--- src/cfp_pkg.sv ---
package cfp_pkg;

	localparam int MAX_FRAME_BYTES = 128;
	localparam int LIMIT_CAP       = 1024;

	localparam int BYTE_W = 8;
	localparam int LEN_W  = 16;
	localparam int POS_W  = 11;
	localparam int CFG_W  = 11;
	localparam int IDX_W  = 1;

	localparam logic [BYTE_W-1:0] START_BYTE_RST = 8'd165;
	localparam logic [POS_W-1:0]  MAX_LEN_RST    = POS_W'(MAX_FRAME_BYTES - 7);
	localparam logic [POS_W-1:0]  LIMIT_MAX      = POS_W'(LIMIT_CAP);

	localparam logic [7:0]  HCRC_INIT  = 8'hFF;
	localparam logic [15:0] FCRC_INIT  = 16'hFFFF;
	localparam logic [7:0]  CRC8_POLY  = 8'h8C;
	localparam logic [15:0] CRC16_POLY = 16'h8408;

	localparam logic [IDX_W-1:0] REG_START_BYTE   = 1'b0;
	localparam logic [IDX_W-1:0] REG_MAX_DATA_LEN = 1'b1;

	typedef enum logic [2:0] {
		PH_HUNT,
		PH_LEN_LO,
		PH_LEN_HI,
		PH_SEQ,
		PH_HCRC,
		PH_BODY,
		PH_TRL_LO,
		PH_TRL_HI
	} phase_t;

	typedef enum logic [1:0] {
		KIND_BYTE,
		KIND_GOOD,
		KIND_BAD,
		KIND_REJECT
	} kind_t;

	typedef struct packed {
		kind_t             kind;
		logic [BYTE_W-1:0] value;
		logic [POS_W-1:0]  position;
		logic [LEN_W-1:0]  payload_length;
		logic [BYTE_W-1:0] sequence_res;
	} res_t;

	function automatic logic [7:0] crc8_step(input logic [7:0] crc, input logic [7:0] b);
		logic [7:0] c;
		c = crc ^ b;
		for (int i = 0; i < 8; i++) begin
			c = c[0] ? ((c >> 1) ^ CRC8_POLY) : (c >> 1);
		end
		return c;
	endfunction

	function automatic logic [15:0] crc16_step(input logic [15:0] crc, input logic [7:0] b);
		logic [15:0] c;
		c = crc ^ {8'h00, b};
		for (int i = 0; i < 8; i++) begin
			c = c[0] ? ((c >> 1) ^ CRC16_POLY) : (c >> 1);
		end
		return c;
	endfunction

endpackage

--- src/cfp_out_skid.sv ---
module cfp_out_skid (
	input  logic          clk,
	input  logic          arst_n,
	input  logic          push,
	input  cfp_pkg::res_t push_res,
	output logic          space,
	output logic          out_valid,
	input  logic          out_ready,
	output cfp_pkg::res_t out_res
);
	import cfp_pkg::*;

	logic out_valid_q;
	logic skd_valid_q;
	res_t out_res_q;
	res_t skd_res_q;
	logic slot_free;

	assign slot_free = out_ready || !out_valid_q;
	assign space     = !skd_valid_q;
	assign out_valid = out_valid_q;
	assign out_res   = out_res_q;

	always_ff @(posedge clk or negedge arst_n) begin
		if (!arst_n) begin
			out_valid_q <= 1'b0;
			skd_valid_q <= 1'b0;
		end else if (slot_free) begin
			if (skd_valid_q) begin
				out_valid_q <= 1'b1;
				skd_valid_q <= 1'b0;
			end else begin
				out_valid_q <= push;
			end
		end else if (push) begin
			skd_valid_q <= 1'b1;
		end
	end

	always_ff @(posedge clk) begin
		if (slot_free) begin
			out_res_q <= skd_valid_q ? skd_res_q : push_res;
		end else if (push) begin
			skd_res_q <= push_res;
		end
	end

endmodule

--- src/crc_checked_frame_parser_core.sv ---
// Serial frame parser with header CRC-8 and frame CRC-16 checking.
// Input channel: in_valid/in_ready with data_byte, one received byte per transfer.
// Output channel: out_valid/out_ready with kind, value, position, payload_length
// and sequence_res; a byte gives at most one result.
// Command and payload bytes come out as kind 0 with their offset; the frame ends
// with a good or bad verdict, and a long length or a header CRC-8 mismatch gives
// a header reject before the hunt for the start byte restarts.
// Throughput: one byte per cycle while in_ready is high; the bitwise CRC-8 and
// CRC-16 steps and the phase update lie between the parser state and the result
// register, and a result enters the output stage when its byte is transferred.
// A two-entry output stage (result register plus skid register) keeps in_ready
// high while one result waits; in_ready drops only when both entries are full,
// so a stalled receiver holds the parser after at most one further result.
// cfg_wr_en writes start_byte (index 0) or max_data_len (index 1) from cfg_wdata;
// write only while idle. Reset clears the parser to hunting, start_byte to 165
// and max_data_len to 121, and empties the output stage.
module crc_checked_frame_parser_core (
	input  logic                        clk,
	input  logic                        arst_n,
	input  logic                        cfg_wr_en,
	input  logic [cfp_pkg::IDX_W-1:0]   cfg_index,
	input  logic [cfp_pkg::CFG_W-1:0]   cfg_wdata,
	input  logic                        in_valid,
	output logic                        in_ready,
	input  logic [cfp_pkg::BYTE_W-1:0]  data_byte,
	output logic                        out_valid,
	input  logic                        out_ready,
	output cfp_pkg::kind_t              kind,
	output logic [cfp_pkg::BYTE_W-1:0]  value,
	output logic [cfp_pkg::POS_W-1:0]   position,
	output logic [cfp_pkg::LEN_W-1:0]   payload_length,
	output logic [cfp_pkg::BYTE_W-1:0]  sequence_res
);
	import cfp_pkg::*;

	phase_t            phase_q, phase_d;
	logic [LEN_W-1:0]  len_q, len_d;
	logic [BYTE_W-1:0] seq_q, seq_d;
	logic [POS_W-1:0]  count_q, count_d;
	logic [7:0]        hcrc_q, hcrc_d;
	logic [15:0]       fcrc_q, fcrc_d;
	logic [BYTE_W-1:0] trl_q, trl_d;
	logic [BYTE_W-1:0] start_q;
	logic [POS_W-1:0]  max_len_q;

	logic              accept;
	logic              res_valid;
	res_t              res;
	res_t              out_res;
	logic [POS_W-1:0]  limit;
	logic [LEN_W-1:0]  len_full;
	logic [7:0]        hcrc_step;
	logic [15:0]       fcrc_step;
	logic [POS_W-1:0]  count_inc;

	assign accept    = in_valid && in_ready;
	assign limit     = (max_len_q > LIMIT_MAX) ? LIMIT_MAX : max_len_q;
	assign len_full  = {data_byte, len_q[7:0]};
	assign hcrc_step = crc8_step(hcrc_q, data_byte);
	assign fcrc_step = crc16_step(fcrc_q, data_byte);
	assign count_inc = count_q + 11'd1;

	always_comb begin
		phase_d   = phase_q;
		len_d     = len_q;
		seq_d     = seq_q;
		count_d   = count_q;
		hcrc_d    = hcrc_q;
		fcrc_d    = fcrc_q;
		trl_d     = trl_q;
		res_valid = 1'b0;
		res       = '{kind: KIND_BYTE, value: '0, position: '0,
		              payload_length: len_q, sequence_res: seq_q};
		case (phase_q)
			PH_HUNT: begin
				if (data_byte == start_q) begin
					phase_d = PH_LEN_LO;
					count_d = '0;
					trl_d   = '0;
					hcrc_d  = crc8_step(HCRC_INIT, data_byte);
					fcrc_d  = crc16_step(FCRC_INIT, data_byte);
				end
			end
			PH_LEN_LO: begin
				len_d   = {8'h00, data_byte};
				seq_d   = '0;
				hcrc_d  = hcrc_step;
				fcrc_d  = fcrc_step;
				phase_d = PH_LEN_HI;
			end
			PH_LEN_HI: begin
				len_d = len_full;
				if (len_full >= {5'b00000, limit}) begin
					res_valid = 1'b1;
					res       = '{kind: KIND_REJECT, value: '0, position: '0,
					              payload_length: len_full, sequence_res: '0};
					phase_d   = PH_HUNT;
					hcrc_d    = HCRC_INIT;
					fcrc_d    = FCRC_INIT;
				end else begin
					hcrc_d  = hcrc_step;
					fcrc_d  = fcrc_step;
					phase_d = PH_SEQ;
				end
			end
			PH_SEQ: begin
				seq_d   = data_byte;
				hcrc_d  = hcrc_step;
				fcrc_d  = fcrc_step;
				phase_d = PH_HCRC;
			end
			PH_HCRC: begin
				if (data_byte != hcrc_q) begin
					res_valid = 1'b1;
					res.kind  = KIND_REJECT;
					phase_d   = PH_HUNT;
					hcrc_d    = HCRC_INIT;
					fcrc_d    = FCRC_INIT;
				end else begin
					fcrc_d  = fcrc_step;
					count_d = '0;
					phase_d = PH_BODY;
				end
			end
			PH_BODY: begin
				res_valid    = 1'b1;
				res.value    = data_byte;
				res.position = count_q;
				fcrc_d       = fcrc_step;
				count_d      = count_inc;
				if ({6'b000000, count_inc} >= ({1'b0, len_q} + 17'd2)) begin
					phase_d = PH_TRL_LO;
				end
			end
			PH_TRL_LO: begin
				trl_d   = data_byte;
				phase_d = PH_TRL_HI;
			end
			PH_TRL_HI: begin
				res_valid    = 1'b1;
				res.kind     = ({data_byte, trl_q} == fcrc_q) ? KIND_GOOD : KIND_BAD;
				res.position = len_q[POS_W-1:0] + 11'd2;
				phase_d      = PH_HUNT;
				count_d      = '0;
				trl_d        = '0;
				hcrc_d       = HCRC_INIT;
				fcrc_d       = FCRC_INIT;
			end
			default: begin
				phase_d = PH_HUNT;
			end
		endcase
	end

	always_ff @(posedge clk or negedge arst_n) begin
		if (!arst_n) begin
			phase_q <= PH_HUNT;
			len_q   <= '0;
			seq_q   <= '0;
			count_q <= '0;
			hcrc_q  <= HCRC_INIT;
			fcrc_q  <= FCRC_INIT;
			trl_q   <= '0;
		end else if (accept) begin
			phase_q <= phase_d;
			len_q   <= len_d;
			seq_q   <= seq_d;
			count_q <= count_d;
			hcrc_q  <= hcrc_d;
			fcrc_q  <= fcrc_d;
			trl_q   <= trl_d;
		end
	end

	always_ff @(posedge clk or negedge arst_n) begin
		if (!arst_n) begin
			start_q   <= START_BYTE_RST;
			max_len_q <= MAX_LEN_RST;
		end else if (cfg_wr_en) begin
			case (cfg_index)
				REG_START_BYTE:   start_q   <= cfg_wdata[BYTE_W-1:0];
				REG_MAX_DATA_LEN: max_len_q <= cfg_wdata;
				default: ;
			endcase
		end
	end

	cfp_out_skid u_out_skid (
		.clk       (clk),
		.arst_n    (arst_n),
		.push      (accept && res_valid),
		.push_res  (res),
		.space     (in_ready),
		.out_valid (out_valid),
		.out_ready (out_ready),
		.out_res   (out_res)
	);

	assign kind           = out_res.kind;
	assign value          = out_res.value;
	assign position       = out_res.position;
	assign payload_length = out_res.payload_length;
	assign sequence_res   = out_res.sequence_res;

endmodule

--- config.mk ---
export PLATFORM = sky130hd
export DESIGN_NAME = crc_checked_frame_parser_core
export DESIGN_NICKNAME = d
export VERILOG_FILES = /design/src/cfp_pkg.sv /design/src/cfp_out_skid.sv /design/src/crc_checked_frame_parser_core.sv
export SDC_FILE = /design/constraint.sdc
export NUM_CORES = 1
export LEC_CHECK = 0
export ABC_AREA = 1
export BUFFER_PORTS_ARGS = -buffer_cell sky130_fd_sc_hd__buf_2
export CAP_MARGIN = 40
export CORE_MARGIN = 8
export CORE_UTILIZATION = 45
export DETAILED_ROUTE_END_ITERATION = 10
export PLACE_DENSITY_LB_ADDON = 0.12
export REMOVE_ABC_BUFFERS = 1
export SLEW_MARGIN = 20
export SYNTH_ARGS = -nofsm -noshare
export SYNTH_HDL_FRONTEND = slang
export SYNTH_SLANG_ARGS = --single-unit
--- constraint.sdc ---
create_clock -name clk -period 3.9 [get_ports clk]
set_input_delay 0.195 -clock clk [delete_from_list [all_inputs] [get_ports clk]]
set_output_delay 0.195 -clock clk [all_outputs]
set_load 0.03 [all_outputs]
==> metrics.cfg <==
[die]
ios=72
dieWidth_um=164
die_y_um=164
initial_core_util_pct=45.6
core.rowCount=54
dieArea_um2=27000
core_um2=21700

[grt]
grt_first_pass_wirelength_um=39400
antenna_found_initial=0
grt_overflow=0
grt_pass1_vias=7424
grt.total_usage_pct=18.7
grt_max_degree=55

[place]
hpwl_um=16800
pre_cts_ws_ns=0.631
place_area_um2=10500
place_congestion=0.885
portBuffers=71

[clock_tree]
post_cts_resized=0
clock_latency_ns=0.44
cts_root_buf=clkbuf_16
postCtsSetupBuffers=0
cts_tree=yes
path_clk_slew_ns=0.07
clockBufferDepth=2
clkSinkCount=181
htree_levels=4
cts_buffers=17

[cells_and_area]
design_area_um2=11200
regArea_um2=5020
nets=1312
fill_cells=2085
layout-drive-gt1-share_pct=13.2
n_antenna_cell=0
multi_input_area_um2=4170
area_delta_synth_final_pct=12.8

[detailed_routing]
drcViolationCount=0
num_vias=7709
dr.pass1.iters=5
drtAntennaViolNets=0
drt_wl_total_um=24200
drt_iter0_drc=559
drt-vias-per-instance=4.95
detail_route.wl_per_cell_um=15.5

[sta]
max_slew_margin_pct=50.4
finalSetupViolCount=0
layout_setup_ws_ns=0.597
fmax_ghz=0.303
tns_ns=0
clock_skew_ns=0.00895
rsz0062_at_grt=false
drv_slew=0
period_share_pct=84.7
hold_viol=0
worst-slew-pin-transition_ns=0.741
period_needed_ns=3.30

[run_status]
outcome=completed

[synthesis]
synth_area_leaders=edfxtp_1 27%, nand2_1 15%, dfrtp_1 15%
synthCells=1194
yosysSeqAreaShare_pct=50.8
synth.avg_cell_area_um2=8.29
yosys_warnings=0
synth_seq_cells=181
synth_top_area_cell=edfxtp_1
synth_top_area_share_pct=27.3
syn-cell-area_um2=9890
yosysUniqueCellTypes=38

[critical_path]
crit_buf_inv=3
r2r_start=max_len_q[3]
reg2reg_slack_ns=0.60
crit_top_cell=nand2_1
worstPathArrival_ns=3.43
crit_path_cell_trace=nor2_1 > and3_1 > a21oi_1 > inv_1 > nand2_1 > ha_1 > nand2_1 > nor2_1 > and2_1 > nor2_1 > nand2_1 > nand2_1 > nand2_1 > nand2_2 > nand3_1 > nand3b_1 > inv_1 > buf_12
required_ns=4.02
crit_family=simple AND/OR/NAND/NOR gates
cp_num_cells=18
worstSetupStartpointType=flop
slowest_delay_ns=0.54
critical_path.max_fanout=35
rr_endpoint=u_out_skid.skd_res_q[14]
slowest_stage=dfstp_2
reg2regPathDepth=18
end_kind=flop
crit_type=flop to flop

[pwr]
leakage_nw=5.37
power_density_nw_per_um2=750
peakVddDrop_uv=382

[hold_path]
hp-start=cfg_wdata[2]
hold_class=input port to flop
min_path_cells=3
hold_end=start_q[2]

[run]
max_cap_violations=0

[layout make-up]
cell class                      count  area share, %
Sequential cell                   181           45.0
Multi-Input combinational cell    840           37.3
Clock inverter                     13           1.39
Clock buffer                       19           3.88
Timing Repair Buffer               89           4.77
Inverter                          134           4.51
Tap cell                          280           3.14
[tightest hold or removal path, cell delays in order]
cell and delay (ns):
buf_2 0.09, inv_1 0.06, o21ai_0 0.09
[layer usage]
metal	share of wire [%]	global-route usage, %	vias up
li1	-	-	3985
met1	48	25.1	3515
met2	46	30.7	188
met3	4.9	3.01	21
met4	1.1	4.83	0
met5	0	0	-
[logic make-up (layout without fill, tap and decap cells)]
kind of cell,count (synthesis),after routing,synth area share [%]
and+or+nand+nor,634,634,26.6
DFF,181,181,50.8
buffers and inverters,173,255,7.13
AOI/OAI and AO/OA,112,112,6.23
xor gates and xnor gates,68,68,6.02
adders and majority gates,24,24,3.04
muxes,2,2,0.228
[timing repair]
| item | CTS | global route |
|---|---|---|
| setup endpoints to repair | 0 | 0 |
| hold endpoints to repair | 47 | 0 |
| hold buffers | 8 | 0 |
[Yosys cell counts (all sizes together)]
master / number
inv: 132
dfstp: 33
edfxtp: 90
ha: 24
xor2: 30
and3: 1
nand4: 24
nor3: 3
nand2: 401
nor4: 3
and2: 3
nand2b: 1
mux2: 2
xnor2: 38
dfrtp: 58
nor2: 108
nand3: 84
o22ai: 25
a21oi: 19
or2: 4
clkbuf: 17
nand3b: 2
o21ai: 67
clkinv: 2
buf: 22
o21a: 1
[worst max path at each step]
| stage | slack [ns] | endpoint | start |
|---|---|---|---|
| final | 0.60 | u_out_skid.skd_res_q[14] | max_len_q[3] |
| after CTS | 0.55 | u_out_skid.skd_res_q[12] | max_len_q[3] |
| after global placement | 0.75 | u_out_skid.skd_res_q[15] | max_len_q[3] |
| after detailed placement | 0.63 | u_out_skid.skd_res_q[11] | max_len_q[3] |
| after global routing | 0.34 | u_out_skid.skd_res_q[14] | max_len_q[3] |
| after floorplan | 0.22 | u_out_skid.skd_res_q[0] | u_out_skid.skd_valid_q |
[per-stage QoR]
step / utilization (%) / hold WS, ns / power (W) / cells
2_1_floorplan: - / -0.101 / 0.00567 / 1155
3_3_place_gp: 48.3 / 0.285 / 0.00658 / 1513
3_5_place_dp: 48.3 / 0.271 / 0.00665 / 1515
4_1_cts: 51.4 / 0.00197 / 0.00841 / 1555
5_1_grt: 51.5 / 0.0439 / 0.00904 / 1556
6_report: 51.5 / 0.00517 / 0.00837 / 1556
[registers in the layout, indices dropped and copies added (netlist names)]
name / count
len_q: 16
u_out_skid.out_valid: 1
start_q: 8
phase_q: 3
count_q: 11
hcrc_q: 8
u_out_skid.skd_valid_q: 1
seq_q: 8
u_out_skid.out_res: 45
max_len_q: 11
u_out_skid.skd_res_q: 45
trl_q: 8
fcrc_q: 16
[report_power, final]
part	leakage [nW]	total, W	switching [W]	internal (W)
combinational	3.06	0.00355	0.00237	0.00117
clock	0.279	0.00174	0.000779	0.000957
sequential	2.04	0.00309	0.000378	0.00271
[layout by cell type, fill, tap and decap left out, drive strengths merged]
cell type and count:
bufinv 2, nand4 24, nor4 3, and2 3
dlygate4sd3 8, mux2 2, nand2b 1, buf 81
nand3 84, nand2 401, clkinvlp 3, or2 4
nand3b 2, dfrtp 58, o21a 1, xor2 30
clkbuf 19, dfstp 33, inv 135, o22ai 25
clkinv 7, ha 24, xnor2 38, and3 1
nor2 108, nor3 3, edfxtp 90, a21oi 19
o21ai 67
Power figures use the tool's default switching activity.
